### config.mk
export PLATFORM = sky130hd
export DESIGN_NAME = tsi_ctrl
export DESIGN_NICKNAME = d
export VERILOG_FILES = /design/src/hdl/topological_sort_indegree_assert.svh /design/src/hdl/tsi_pkg.sv /design/src/hdl/tsi_ctrl.sv
export SDC_FILE = /design/constraint.sdc
export NUM_CORES = 1
export LEC_CHECK = 0
export BUFFER_PORTS_ARGS = -buffer_cell sky130_fd_sc_hd__buf_2
export CELL_PAD_IN_SITES_DETAIL_PLACEMENT = 0
export CELL_PAD_IN_SITES_GLOBAL_PLACEMENT = 1
export CORE_MARGIN = 2
export CORE_UTILIZATION = 32
export CTS_CLUSTER_SIZE = 24
export DETAILED_ROUTE_END_ITERATION = 8
export GPL_TIMING_DRIVEN = 0
export PLACE_DENSITY_LB_ADDON = 0.1
export SKIP_CTS_REPAIR_TIMING = 1
export SYNTH_ARGS = -nofsm -noshare
export SYNTH_HDL_FRONTEND = slang
export SYNTH_SLANG_ARGS = --single-unit
### constraint.sdc
create_clock -name clk -period 1.4 [get_ports clk]
set_input_delay 0.14 -clock clk [delete_from_list [all_inputs] [get_ports clk]]
set_output_delay 0.14 -clock clk [all_outputs]
set_load 0.1 [all_outputs]
### src/hdl/topological_sort_indegree_assert.svh
// Assertion macros used by the topological sort datapath.
`ifndef TOPOLOGICAL_SORT_INDEGREE_ASSERT_SVH
`define TOPOLOGICAL_SORT_INDEGREE_ASSERT_SVH

`ifndef NO_ASSERTIONS
// Checked property, disabled while reset is high.
`define TSI_ASSERT(label, clk, rst, prop) \
  label: assert property (@(posedge clk) disable iff (rst) (prop)) \
    else $error("assertion failed");
// Checked property, evaluated during reset too.
`define TSI_ASSERT_NORST(label, clk, prop) \
  label: assert property (@(posedge clk) (prop)) \
    else $error("assertion failed");
`else
`define TSI_ASSERT(label, clk, rst, prop)
`define TSI_ASSERT_NORST(label, clk, prop)
`endif

`endif

### src/hdl/tsi_pkg.sv
// Shared types and codes for the topological sort block.
package tsi_pkg;

  localparam logic [1:0] KIND_ADD   = 2'd0;
  localparam logic [1:0] KIND_RUN   = 2'd1;
  localparam logic [1:0] KIND_CLEAR = 2'd2;

  typedef enum logic [3:0] {
    ST_CLR_HEAD,
    ST_IDLE,
    ST_ADD,
    ST_DEG_CLR,
    ST_HEAD_RD,
    ST_HEAD_WAIT,
    ST_EDGE_CHK,
    ST_EDGE_DAT,
    ST_DEG_UPD,
    ST_PUSH_RD,
    ST_PUSH_CHK,
    ST_POP,
    ST_POP_TAKE,
    ST_DONE
  } state_t;

  typedef struct packed {
    logic head_clr;
    logic idx_clr;
    logic idx_inc;
    logic add_chk;
    logic add_wr;
    logic graph_clr;
    logic run_init;
    logic deg_clr;
    logic head_rd_idx;
    logic head_rd_stk;
    logic e_load;
    logic edge_rd;
    logic e_link;
    logic deg_rd_t;
    logic deg_rd_idx;
    logic deg_inc;
    logic deg_dec;
    logic push_chk;
    logic pop;
    logic pop_take;
    logic finish;
  } cmd_t;

  typedef struct packed {
    logic idx_last;
    logic idx_lt_n;
    logic e_lt_count;
    logic t_lt_n;
    logic depth_nz;
    logic edge_ok;
  } stat_t;

endpackage

### src/hdl/tsi_ctrl.sv
// Sequencer for edge loads, graph clears and the sort run.
module tsi_ctrl (
  input  logic              clk,
  input  logic              rst,
  input  logic              start,
  input  logic [1:0]        kind,
  output logic              busy,
  output tsi_pkg::cmd_t     cmd,
  input  tsi_pkg::stat_t    stat
);

  tsi_pkg::state_t state, state_next;
  logic            walk_pop, walk_pop_next;

  always_ff @(posedge clk) begin
    if (rst) begin
      state    <= tsi_pkg::ST_CLR_HEAD;
      walk_pop <= 1'b0;
    end else begin
      state    <= state_next;
      walk_pop <= walk_pop_next;
    end
  end

  always_comb begin
    cmd           = '0;
    state_next    = state;
    walk_pop_next = walk_pop;
    unique case (state)
      tsi_pkg::ST_CLR_HEAD: begin
        cmd.head_clr = 1'b1;
        if (stat.idx_last) begin
          cmd.idx_clr = 1'b1;
          state_next  = tsi_pkg::ST_IDLE;
        end else begin
          cmd.idx_inc = 1'b1;
        end
      end
      tsi_pkg::ST_IDLE: begin
        if (start) begin
          unique case (kind)
            tsi_pkg::KIND_ADD: begin
              cmd.add_chk = 1'b1;
              if (stat.edge_ok) state_next = tsi_pkg::ST_ADD;
            end
            tsi_pkg::KIND_RUN: begin
              cmd.run_init  = 1'b1;
              cmd.idx_clr   = 1'b1;
              walk_pop_next = 1'b0;
              state_next    = tsi_pkg::ST_DEG_CLR;
            end
            tsi_pkg::KIND_CLEAR: begin
              cmd.graph_clr = 1'b1;
              cmd.idx_clr   = 1'b1;
              state_next    = tsi_pkg::ST_CLR_HEAD;
            end
            default: ;
          endcase
        end
      end
      tsi_pkg::ST_ADD: begin
        cmd.add_wr = 1'b1;
        state_next = tsi_pkg::ST_IDLE;
      end
      tsi_pkg::ST_DEG_CLR: begin
        if (stat.idx_lt_n) begin
          cmd.deg_clr = 1'b1;
          cmd.idx_inc = 1'b1;
        end else begin
          cmd.idx_clr = 1'b1;
          state_next  = tsi_pkg::ST_HEAD_RD;
        end
      end
      tsi_pkg::ST_HEAD_RD: begin
        if (stat.idx_lt_n) begin
          cmd.head_rd_idx = 1'b1;
          state_next      = tsi_pkg::ST_HEAD_WAIT;
        end else begin
          cmd.idx_clr = 1'b1;
          state_next  = tsi_pkg::ST_PUSH_RD;
        end
      end
      tsi_pkg::ST_HEAD_WAIT: begin
        cmd.e_load = 1'b1;
        state_next = tsi_pkg::ST_EDGE_CHK;
      end
      tsi_pkg::ST_EDGE_CHK: begin
        if (stat.e_lt_count) begin
          cmd.edge_rd = 1'b1;
          state_next  = tsi_pkg::ST_EDGE_DAT;
        end else if (walk_pop) begin
          state_next = tsi_pkg::ST_POP;
        end else begin
          cmd.idx_inc = 1'b1;
          state_next  = tsi_pkg::ST_HEAD_RD;
        end
      end
      tsi_pkg::ST_EDGE_DAT: begin
        cmd.e_link = 1'b1;
        if (stat.t_lt_n) begin
          cmd.deg_rd_t = 1'b1;
          state_next   = tsi_pkg::ST_DEG_UPD;
        end else begin
          state_next = tsi_pkg::ST_EDGE_CHK;
        end
      end
      tsi_pkg::ST_DEG_UPD: begin
        if (walk_pop) cmd.deg_dec = 1'b1;
        else          cmd.deg_inc = 1'b1;
        state_next = tsi_pkg::ST_EDGE_CHK;
      end
      tsi_pkg::ST_PUSH_RD: begin
        if (stat.idx_lt_n) begin
          cmd.deg_rd_idx = 1'b1;
          state_next     = tsi_pkg::ST_PUSH_CHK;
        end else begin
          walk_pop_next = 1'b1;
          state_next    = tsi_pkg::ST_POP;
        end
      end
      tsi_pkg::ST_PUSH_CHK: begin
        cmd.push_chk = 1'b1;
        cmd.idx_inc  = 1'b1;
        state_next   = tsi_pkg::ST_PUSH_RD;
      end
      tsi_pkg::ST_POP: begin
        if (stat.depth_nz) begin
          cmd.pop    = 1'b1;
          state_next = tsi_pkg::ST_POP_TAKE;
        end else begin
          state_next = tsi_pkg::ST_DONE;
        end
      end
      tsi_pkg::ST_POP_TAKE: begin
        cmd.pop_take    = 1'b1;
        cmd.head_rd_stk = 1'b1;
        state_next      = tsi_pkg::ST_HEAD_WAIT;
      end
      tsi_pkg::ST_DONE: begin
        cmd.finish = 1'b1;
        state_next = tsi_pkg::ST_IDLE;
      end
      default: state_next = tsi_pkg::ST_IDLE;
    endcase
  end

  assign busy = (state != tsi_pkg::ST_IDLE);

endmodule

Yosys cells after proc, flatten, opt, wreduce, memory -nomap -nowiden
Cells that the tools add are included.
W data, S select, Z words.
Operators by class
  bitwise gates (word level): 0
  multipliers: 0
  div/mod/pow operators: 0
  reduce and logical (&&, ||, !) cells: 8
  muxes and demuxes: 50
  $lt $le $gt $ge: 0
  eq/ne operators: 23
  $add $sub $neg: 0
  shifts and indexed selects: 0
Operators with widths (number)
  $pmux W4 S11: 1
  $mux W1: 33
  $mux W4: 8
  $eq A4 B4 Y1 const B: 6
  $eq A4 B3 Y1 const B: 4
  $pmux W4 S3: 1
  $eq A4 B2 Y1 const B: 2
  $mux W2: 4
  $ne A2 B2 Y1 const B: 4
  $ne A4 B1 Y1 const B: 2
  $reduce_or A2 Y1: 3
  $reduce_and A5 Y1: 1
  $eq A4 B1 Y1 const B: 1
  $logic_not A4 Y1: 1
  $pmux W1 S4: 1
  $reduce_and A4 Y1: 1
  $ne A3 B3 Y1 const B: 1
  $pmux W1 S3: 1
  $eq A2 B1 Y1 const B: 1
  $eq A2 B2 Y1 const B: 1
  $logic_not A2 Y1: 1
  $ne A2 B1 Y1 const B: 1
  $pmux W1 S2: 1
  $reduce_bool A2 Y1: 1
Storage, ports and cells
  logic and storage cells: 83
  latch bits: 0
  register bits after elaboration: 5
  RAM bits: 0
  output and inout bits: 22
  bits in read-only memories: 0
  memories kept: 0

Depth between registers and ports, before layout
Gate-level depths: netlist of the first run.
  depth in word-level cells: 5
  gate-level depth with buffers: 6
  mapped depth without buffers: 6

Least setup slack after synthesis of the first run
Ideal clock, no wire load.
  path type: register to register
  from: register state[0]
  to: register state[0]
  path slack: -1874 ps
  cell stages (with the launch flop): 6
  arrival time: 3154 ps
  data required time: 1280 ps
  buffers on the path: 1
  library setup time: 120 ps
  clock period less this slack: 3274 ps
  cells stage by stage: dfxtp_1 > buf_6 > or2_1 > nor3_1 > a21oi_1 > o31a_1
On the way
  word-level cells in the longest chain between the ends: 3
Ends and longest elaborated chain
  start: declaration: RTL line tsi_ctrl.sv:12  | tsi_pkg::state_t state, state_next;
  start signal: assignment: RTL line tsi_ctrl.sv:17  | state <= tsi_pkg::ST_CLR_HEAD;
  start signal: assignment: RTL line tsi_ctrl.sv:20  | state <= state_next;
  $eq A4 B4 Y1 (tied with other cells): RTL line tsi_ctrl.sv:29  | unique case (state)
  $reduce_or A2 Y1 (no line) (tied with other cells)
  $pmux W4 S11 / $reduce_and A5 Y1 (equally long branches)
Several ways; a longest one is shown, not always the timed one.
A chain may end at the register's enable or synchronous reset.

==> results of run 1 <==
==> worst max-delay path, cell delays in order, from the launching register on <==
cell and delay, ps:
dfxtp_2 330, buf_6 130, or2_4 270, o32a_1 210, o21ai_4 150, buf_12 190
==> state kept, by name, summed over array words and instances (netlist names) <==
register and flops:
state 4, walk_pop 1
==> power groups by stage <==
stage          combinational, mW  clock, mW  sequential [mW]
2_1_floorplan              0.210          0            0.149
3_3_place_gp               0.261          0            0.149
3_5_place_dp               0.263          0            0.149
4_1_cts                    0.263      0.167            0.147
5_1_grt                    0.363      0.171            0.145
6_report                   0.349      0.156            0.145
==> cell usage in the layout (no fill, tap or decap), types with 2 or more instances in the layout <==
cell type / count
buf_12: 18
buf_2: 11
buf_4: 9
buf_8: 8
a21oi_1: 8
nor2_4: 7
inv_1: 5
buf_6: 5
nand2b_4: 5
nor3_4: 5
and3_4: 5
ha_1: 5
and2_4: 4
nand2_1: 4
o21ai_4: 3
o21ai_0: 3
nor2b_1: 3
clkbuf_4: 3
dfxtp_2: 3
nand2_4: 2
and2b_2: 2
nand2_2: 2
nor2_1: 2
mux2i_1: 2
o32a_1: 2
nand3_1: 2
nand2b_1: 2
a21o_1: 2
a31oi_1: 2
dfxtp_4: 2
==> per-layer routing <==
| metal | vias to the layer above | GRT usage, % |
|---|---|---|
| li1 | 468 | - |
| met1 | 482 | 23.7 |
| met2 | 23 | 30.8 |
| met3 | 0 | 2.29 |
| met4 | 0 | 2.56 |
| met5 | - | 0 |
==> metrics by stage <==
step | instances | cell area (µm²) | setup WS, ps | total power, mW
after global placement | 163 | 1120 | -389 | 0.410
after CTS | 167 | 1150 | -635 | 0.577
after global routing | 179 | 1670 | -307 | 0.679
after floorplan | 103 | 926 | -510 | 0.360
after detailed placement | 163 | 1120 | -348 | 0.412
final | 179 | 1670 | -254 | 0.650
==> logic make-up (layout without fill, tap and decap cells) <==
| kind of cell | count (synthesis) | in the layout |
|---|---|---|
| AO/OA/AOI/OAI | 30 | 30 |
| adder cells (fa/ha/maj) | 5 | 5 |
| buffers and inverters | 12 | 60 |
| flip-flops | 5 | 5 |
| multiplexers | 2 | 2 |
| AND/OR/NAND/NOR | 49 | 49 |
==> area by class of cell <==
cell class | instances | area [µm²] | share of cell area, %
Sequential cell | 5 | 111 | 6.66
Clock buffer | 4 | 26.3 | 1.57
Timing Repair Buffer | 44 | 556 | 33.2
Tap cell | 28 | 35.0 | 2.09
Inverter | 5 | 18.8 | 1.12
Buffer | 7 | 104 | 6.21
Multi-Input combinational cell | 86 | 822 | 49.1
==> worst paths after layout <==
kind / cells after the start / to
worst max-delay path: 5 / cmd[19]
worst max register to register: 6 / state[1]
worst min register to register: 2 / walk_pop
worst min-delay path: 2 / walk_pop
==> results.cfg, run 1 <==
[detailed_routing]
drt_wl_total_mm = 2.95
ant_nets = 0
drc_errors = 0
via_per_inst = 5.44
dr_wl_met2_mm = 1.54
num_vias = 973
routed.top_layer = met3
drt_iter0_drc = 19
drt_first_pass_iters = 4
wl_met1_mm = 1.30
wl_per_cell_um = 16.5
wl_met3_um = 109

[synthesis]
synth-edff-count = 0
synth_xor_xnor_area_share_pct = 0
synth-simple-area-share_pct = 35.9
ys_top_cells_by_count = a21oi_1, nor2_1, nand2_1
synthMuxAreaShare_pct = 2.67
synth_area_per_cell_um2 = 7.28
synth-seq-cells = 5
ys_warn_count = 0
synthDominantCellAreaShare_pct = 13.4
synth_area_leader_cell = dfxtp_1
synth_area_leaders = dfxtp_1, ha_1, a21oi_1
async_flop_share_pct = 0
synth_top_family_by_area = simple AND/OR/NAND/NOR gates
yosysSeqAreaShare_pct = 13.4
synth-adder-area-share_pct = 8.35
synth_compound_area_share_pct = 28.0
mappedNetlistArea_um2 = 749
synthDistinctLibCells = 35
synth-main-ff-cell = dfxtp_1
syn-num-nets = 119
syn_inst = 103

[timing]
fmax_ghz = 0.605
maxSlewHeadroom_pct = 76.9
setup_tns_ps = -3140
slew_viol_final = 0
fin_skew_ps = 1.07
finalCritPeriodShare_pct = 118
worstMarginPinSlew_ps = 344
finalSetupViolCount = 23
hold_ws_ps = 161
timing.final.ws_setup_ps = -254
hold_viol_final = 0
rsz0062_at_grt = yes
finalCriticalPeriod_ps = 1650

[global_route]
grt_pass1_vias = 808
antenna_found_initial = 0
grt_start_max_net_pins = 11
grt_first_pass_wirelength_mm = 3.70
overflow = 0
grt_use_total_pct = 17.7

[power_and_ir_drop]
power_leakage_nw = 0.673
max-vdd-ir-drop_v = 0.000417
intPower_uw = 389
p_sw_share_pct = 40.1
share_comb_of_total_power_pct = 53.7
p_sw_uw = 261
pwr-share-seq_pct = 22.3
p_clk_share_pct = 24.0
powerDensity_mw_per_mm2 = 389

[clock_network]
clkTransAtPathRegs_ps = 40
clock_latency_ps = 230
h-tree-depth = 1
cts_tree = built
clock-sinks = 5
clockBufferDepth = 2
cts_buffers = 3
cts_root_buf = clkbuf_4

[layout]
drive_gt1_share_pct = 68.9
nets = 168
n_antenna_cell = 0
fin_util_pct = 75.6
area_delta_synth_final_pct = 123
fillerInstances = 149

[min_path]
hp-class = in -> reg
min_from = rst

[floorplan]
core_mm2 = 0.00221
ios = 33
die-area_mm2 = 0.00275
die-width_um = 52.4
chipHeight_um = 52.4
initial_utilization_pct = 33.9
rows = 17

[setup_path]
path_class = reg -> out
worstSetupStartpointType = flop
worstPathArrival_ps = 1510
critPathCaptureType = output port
required_ps = 1260
r2r-start = state[1]
reg2reg_slack_ps = -90
cp_max_fo = 5
crit_start = state[1]

[flow_run]
cap_violations = 0

[status]
status = finished, violations left
failed_checks = setup timing

[place]
gp_congestion = 0.871
hpwl_mm = 1.81
io_buffers = 32
(Power assumes the default switching activity.)
==> inputs of run 2 (changes only) <==
==> constraint.sdc (replaced) <==
create_clock -name clk -period 1.4 [get_ports clk]
set_input_delay 0.21 -clock clk [delete_from_list [all_inputs] [get_ports clk]]
set_output_delay 0.21 -clock clk [all_outputs]
set_load 0.1 [all_outputs]
==> run 2 against run 1 <==
  * The run still ends with setup timing left
  * Maximum frequency is 5.1% lower
  * Cell area rose by 6.6%
  * Critical path depth did not move
  * Total power increased by 6.3%
  * Utilization increased by 5.0 points
  * Sequential cell count unchanged
  * Largest cell class unchanged
  * Largest power group unchanged
==> results.cfg, run 2 (synthesis gave the netlist of run 1 again) <==
[timing]
timing.final.ws_setup_ps = -343
fin_skew_ps = 1.36
hold_viol_final = 0
worstMarginPinSlew_ps = 351
slew_viol_final = 0
finalSetupViolCount = 25
finalCritPeriodShare_pct = 124
maxSlewHeadroom_pct = 76.4
rsz0062_at_grt = yes
fmax_ghz = 0.574
finalCriticalPeriod_ps = 1740
hold_ws_ps = 243

[floorplan]
rows = 17
die-area_mm2 = 0.00275
chipHeight_um = 52.4
core_mm2 = 0.00221
die-width_um = 52.4
ios = 33
initial_utilization_pct = 33.9

[setup_path]
cp_max_fo = 7
worstPathArrival_ps = 1530
cp_cell_sequence = buf_6 -> or2_4 -> o32a_1 -> o21ai_4 -> buf_12
path_class = reg -> out
critPathCaptureType = output port
required_ps = 1190
worstSetupStartpointType = flop
critical_path_depth = 5
ff2ff_path_depth = 6
slowest_stage = dfxtp_2
critPathTopFamily = compound AO/OA/AOI/OAI gates
critPathBufInv = 2
max_stage_delay_ps = 320

[detailed_routing]
drt_iter0_drc = 30
drc_errors = 0
wl_per_cell_um = 15.7
num_vias = 1013
drt_first_pass_iters = 4
ant_nets = 0
via_per_inst = 5.42
drt_wl_total_mm = 2.93

[power_and_ir_drop]
p_clk_share_pct = 23.1
p_sw_share_pct = 39.2
power_leakage_nw = 0.725
intPower_uw = 420
powerDensity_mw_per_mm2 = 387
share_comb_of_total_power_pct = 56.0
p_sw_uw = 271
pwr-share-seq_pct = 20.9
max-vdd-ir-drop_v = 0.000426

[place]
pre_cts_slack_ps = -421
dp_cells = 163
io_buffers = 32
gp_congestion = 0.809
hpwl_mm = 1.86

[clock_network]
clock_latency_ps = 230
cts_tree = built
cts_root_buf = clkbuf_4
h-tree-depth = 1
clkTransAtPathRegs_ps = 40
clockBufferDepth = 2
clock-sinks = 5
cts_buffers = 3

[layout]
area_delta_synth_final_pct = 138
drive_gt1_share_pct = 68.6
layout_common_cells = buf_12, buf_4, buf_2, buf_6, a21oi_1
n_antenna_cell = 0
fin_util_pct = 80.6
layout.cells.non_filler = 187
top_register = state
nets = 176
seqCellArea_um2 = 110
largest_reg_flops = 4
multi_input_area_um2 = 808
final_common_cell = buf_12
fillerInstances = 131
reg_top3 = state: 4 flops, walk_pop: 1 flops

[status]
failed_checks = setup timing
status = finished, violations left

[global_route]
grt_first_pass_wirelength_mm = 3.73
grt_start_max_net_pins = 11
grt_use_total_pct = 17.8
overflow = 0
grt_pass1_vias = 818
antenna_found_initial = 0

[min_path]
hold_depth = 2
hp-class = in -> reg

[flow_run]
cap_violations = 0
-- run 2: final cells by class --
| cell class | count | area share (%) |
|---|---|---|
| buffer | 7 | 5.75 |
| multi-input combinational | 86 | 45.3 |
| timing repair buffer | 52 | 38.2 |
| tap | 28 | 1.96 |
| inverter | 5 | 1.05 |
| clock buffer | 4 | 1.47 |
| sequential | 5 | 6.18 |
-- run 2: final timing paths --
kind	from	end	slack [ps]
worst max-delay path	state[1]	cmd[19]	-340
worst min-delay path	rst	state[3]	240
worst max register to register	state[1]	state[0]	-210
worst min register to register	walk_pop	walk_pop	720
-- run 2: power by group through the flow --
stage	sequential (mW)	combinational, mW	clock (mW)
after floorplan	0.149	0.213	0
after global placement	0.149	0.264	0
after detailed placement	0.149	0.264	0
after CTS	0.147	0.265	0.169
after global routing	0.144	0.404	0.175
final	0.144	0.387	0.160
-- run 2: routing by layer --
metal	wire (µm)	vias to the layer above	global-route usage, %
li1	-	482	-
met1	1190	483	23.0
met2	1530	44	30.2
met3	167	4	2.86
met4	38	0	4.70
met5	0	-	0
-- run 2: through the flow --
| step | area [µm²] | total power [mW] | TNS, ps |
|---|---|---|---|
| 2_1_floorplan | 933 | 0.362 | -3690 |
| 3_3_place_gp | 1130 | 0.413 | -5690 |
| 3_5_place_dp | 1130 | 0.414 | -5760 |
| 4_1_cts | 1150 | 0.581 | -11330 |
| 5_1_grt | 1780 | 0.723 | -6030 |
| 6_report | 1780 | 0.691 | -4880 |
==> inputs of run 3 (changes only) <==
--- a/config.mk
+++ b/config.mk
@@ -5,11 +5,11 @@
 export SDC_FILE = /design/constraint.sdc
 export NUM_CORES = 1
 export LEC_CHECK = 0
+export ABC_AREA = 1
 export BUFFER_PORTS_ARGS = -buffer_cell sky130_fd_sc_hd__buf_2
 export CELL_PAD_IN_SITES_DETAIL_PLACEMENT = 0
 export CELL_PAD_IN_SITES_GLOBAL_PLACEMENT = 1
-export CORE_MARGIN = 2
-export CORE_UTILIZATION = 32
+export CORE_UTILIZATION = 28
 export CTS_CLUSTER_SIZE = 24
 export DETAILED_ROUTE_END_ITERATION = 8
 export GPL_TIMING_DRIVEN = 0
==> run 3 against run 2 <==
  * The run still ends with setup timing left
  * Total power grew 23%
  * Utilization shrank 11 points
  * Sequential cell count is the same
  * Clock skew grew 0.88 ps
  * Clock power grew 7%
  * Worst setup slack gained 39 ps
  * Worst hold slack lost 64 ps
  * Critical path type unchanged
  * Largest power group unchanged
==> results.cfg, run 3 <==
[synthesis]
ys_top_cells_by_count = nand2_1, nor2_1, inv_1
mappedNetlistArea_um2 = 714
synthDominantCellAreaShare_pct = 20.5
synth-main-ff-cell = dfxtp_1
synthDistinctLibCells = 18
synth_area_leader_cell = nand2_1
synth_area_per_cell_um2 = 5.21
syn-num-nets = 153
synth-edff-count = 0
async_flop_share_pct = 0
synth-seq-cells = 5
yosysMostFrequentCell = nand2_1
syn_inst = 137
yosysSeqAreaShare_pct = 14.0
synth_area_leaders = nand2_1, dfxtp_1, nor2_1
ys_warn_count = 0

[detailed_routing]
drt_wl_total_mm = 2.66
ant_nets = 0
num_vias = 998
drc_errors = 0
via_per_inst = 4.75
drt_first_pass_iters = 4
drt_iter0_drc = 16
wl_per_cell_um = 12.7

[clock_network]
clock_latency_ps = 250
cts_tree = built
cts_root_buf = clkbuf_4
clkTransAtPathRegs_ps = 40
clock-sinks = 5
cts_buffers = 3
h-tree-depth = 1
clockBufferDepth = 2

[layout]
drive_gt1_share_pct = 55.5
fin_util_pct = 70.0
layout_common_cells = nand2_1, buf_12, nor2_4, inv_1
layout.cells.non_filler = 210
largest_reg_flops = 4
reg_top3 = state: 4 flops, walk_pop: 1 flops
final_common_cell = nand2_1
top_register = state
n_antenna_cell = 0
final_area_mm2 = 0.00161
area_delta_synth_final_pct = 125
nets = 199

[timing]
rsz0062_at_grt = yes
finalCriticalPeriod_ps = 1700
setup_tns_ps = -3830
fin_skew_ps = 2.23
slew_viol_final = 0
finalCritPeriodShare_pct = 122
worstMarginPinSlew_ps = 301
hold_ws_ps = 179
fmax_ghz = 0.587
maxSlewHeadroom_pct = 80.0
finalSetupViolCount = 22
timing.final.ws_setup_ps = -303
hold_viol_final = 0

[global_route]
grt_use_total_pct = 19.1
grt_pass1_vias = 863
overflow = 0
grt_start_max_net_pins = 9
antenna_found_initial = 0
grt_first_pass_wirelength_mm = 3.86

[power_and_ir_drop]
share_comb_of_total_power_pct = 60.5
power_leakage_nw = 0.708
p_sw_uw = 425
total_power_uw = 852
p_clk_share_pct = 20.2
max-vdd-ir-drop_v = 0.000422
p_sw_share_pct = 49.9
powerDensity_mw_per_mm2 = 530
intPower_uw = 427
pwr-share-seq_pct = 19.3

[setup_path]
critPathCaptureType = output port
worstPathArrival_ps = 1490
path_class = reg -> out
critPathBufInv = 3
crit_start = state[1]
critPathTopFamily = buffers and inverters
required_ps = 1190
cp_common_cell = nor2_4
reg2reg_slack_ps = 40
cp_cell_sequence = inv_2 -> nand2_2 -> nor2_4 -> clkinvlp_4 -> nor2_4 -> buf_12
r2r-start = state[2]
slowest_stage = dfxtp_4
cp_max_fo = 5
worstSetupStartpointType = flop
max_stage_delay_ps = 370

[status]
failed_checks = setup timing
status = finished, violations left

[floorplan]
die-width_um = 52.5
die-area_mm2 = 0.00276
ios = 33
core_mm2 = 0.00230
rows = 17
chipHeight_um = 52.5
initial_utilization_pct = 31.1

[min_path]
min_from = rst
hp-class = in -> reg

[place]
pre_cts_slack_ps = -377
dp_cells = 197
hpwl_mm = 1.87
io_buffers = 32
gp_congestion = 0.887
placed_area_mm2 = 0.00108

[flow_run]
cap_violations = 0
run 3: area by class of cell:
class / count / area, µm²
plain buffers: 1 / 20.0
clock buffers: 4 / 26.3
fillers: 195 / 689
inverters: 28 / 155
multi-input cells: 102 / 704
flip-flops and latches: 5 / 115
well taps: 28 / 35.0
repair buffers: 42 / 552
run 3: logic make-up (layout without fill, tap and decap cells):
group,after synthesis,after routing,synth area share (%)
and+or+nand+nor,86,86,51.8
buffers and inverters,30,75,16.5
adders and majority gates,5,5,8.76
DFF,5,5,14.0
AOI/OAI and AO/OA,11,11,8.93
run 3: power by group through the flow:
| stage | registers, mW | logic, mW | clock network, mW |
|---|---|---|---|
| floorplan | 0.162 | 0.315 | 0 |
| global placement | 0.164 | 0.387 | 0 |
| detailed placement | 0.165 | 0.388 | 0 |
| CTS | 0.162 | 0.389 | 0.175 |
| global route | 0.165 | 0.546 | 0.190 |
| finish | 0.165 | 0.516 | 0.172 |
run 3: path summary, 6_finish.rpt:
path,end,depth (start not counted)
worst max-delay path,cmd[14],6
worst max register to register,state[0],10
worst min-delay path,state[2],2
worst min register to register,walk_pop,2
run 3: worst register-to-register path, delay by kind of cell (launching register included):
kind	cells	cell delay (ps)
and+or+nand+nor	7	510
DFF	1	450
buffers and inverters	3	310
run 3: layer usage:
metal / wire length, µm / global-route usage [%] / share of wire [%]
met4: 19 / 6.58 / 0.71
met5: 0 / 0 / 0
met3: 111 / 1.74 / 4.2
met2: 1390 / 29.7 / 52
met1: 1140 / 26.9 / 43
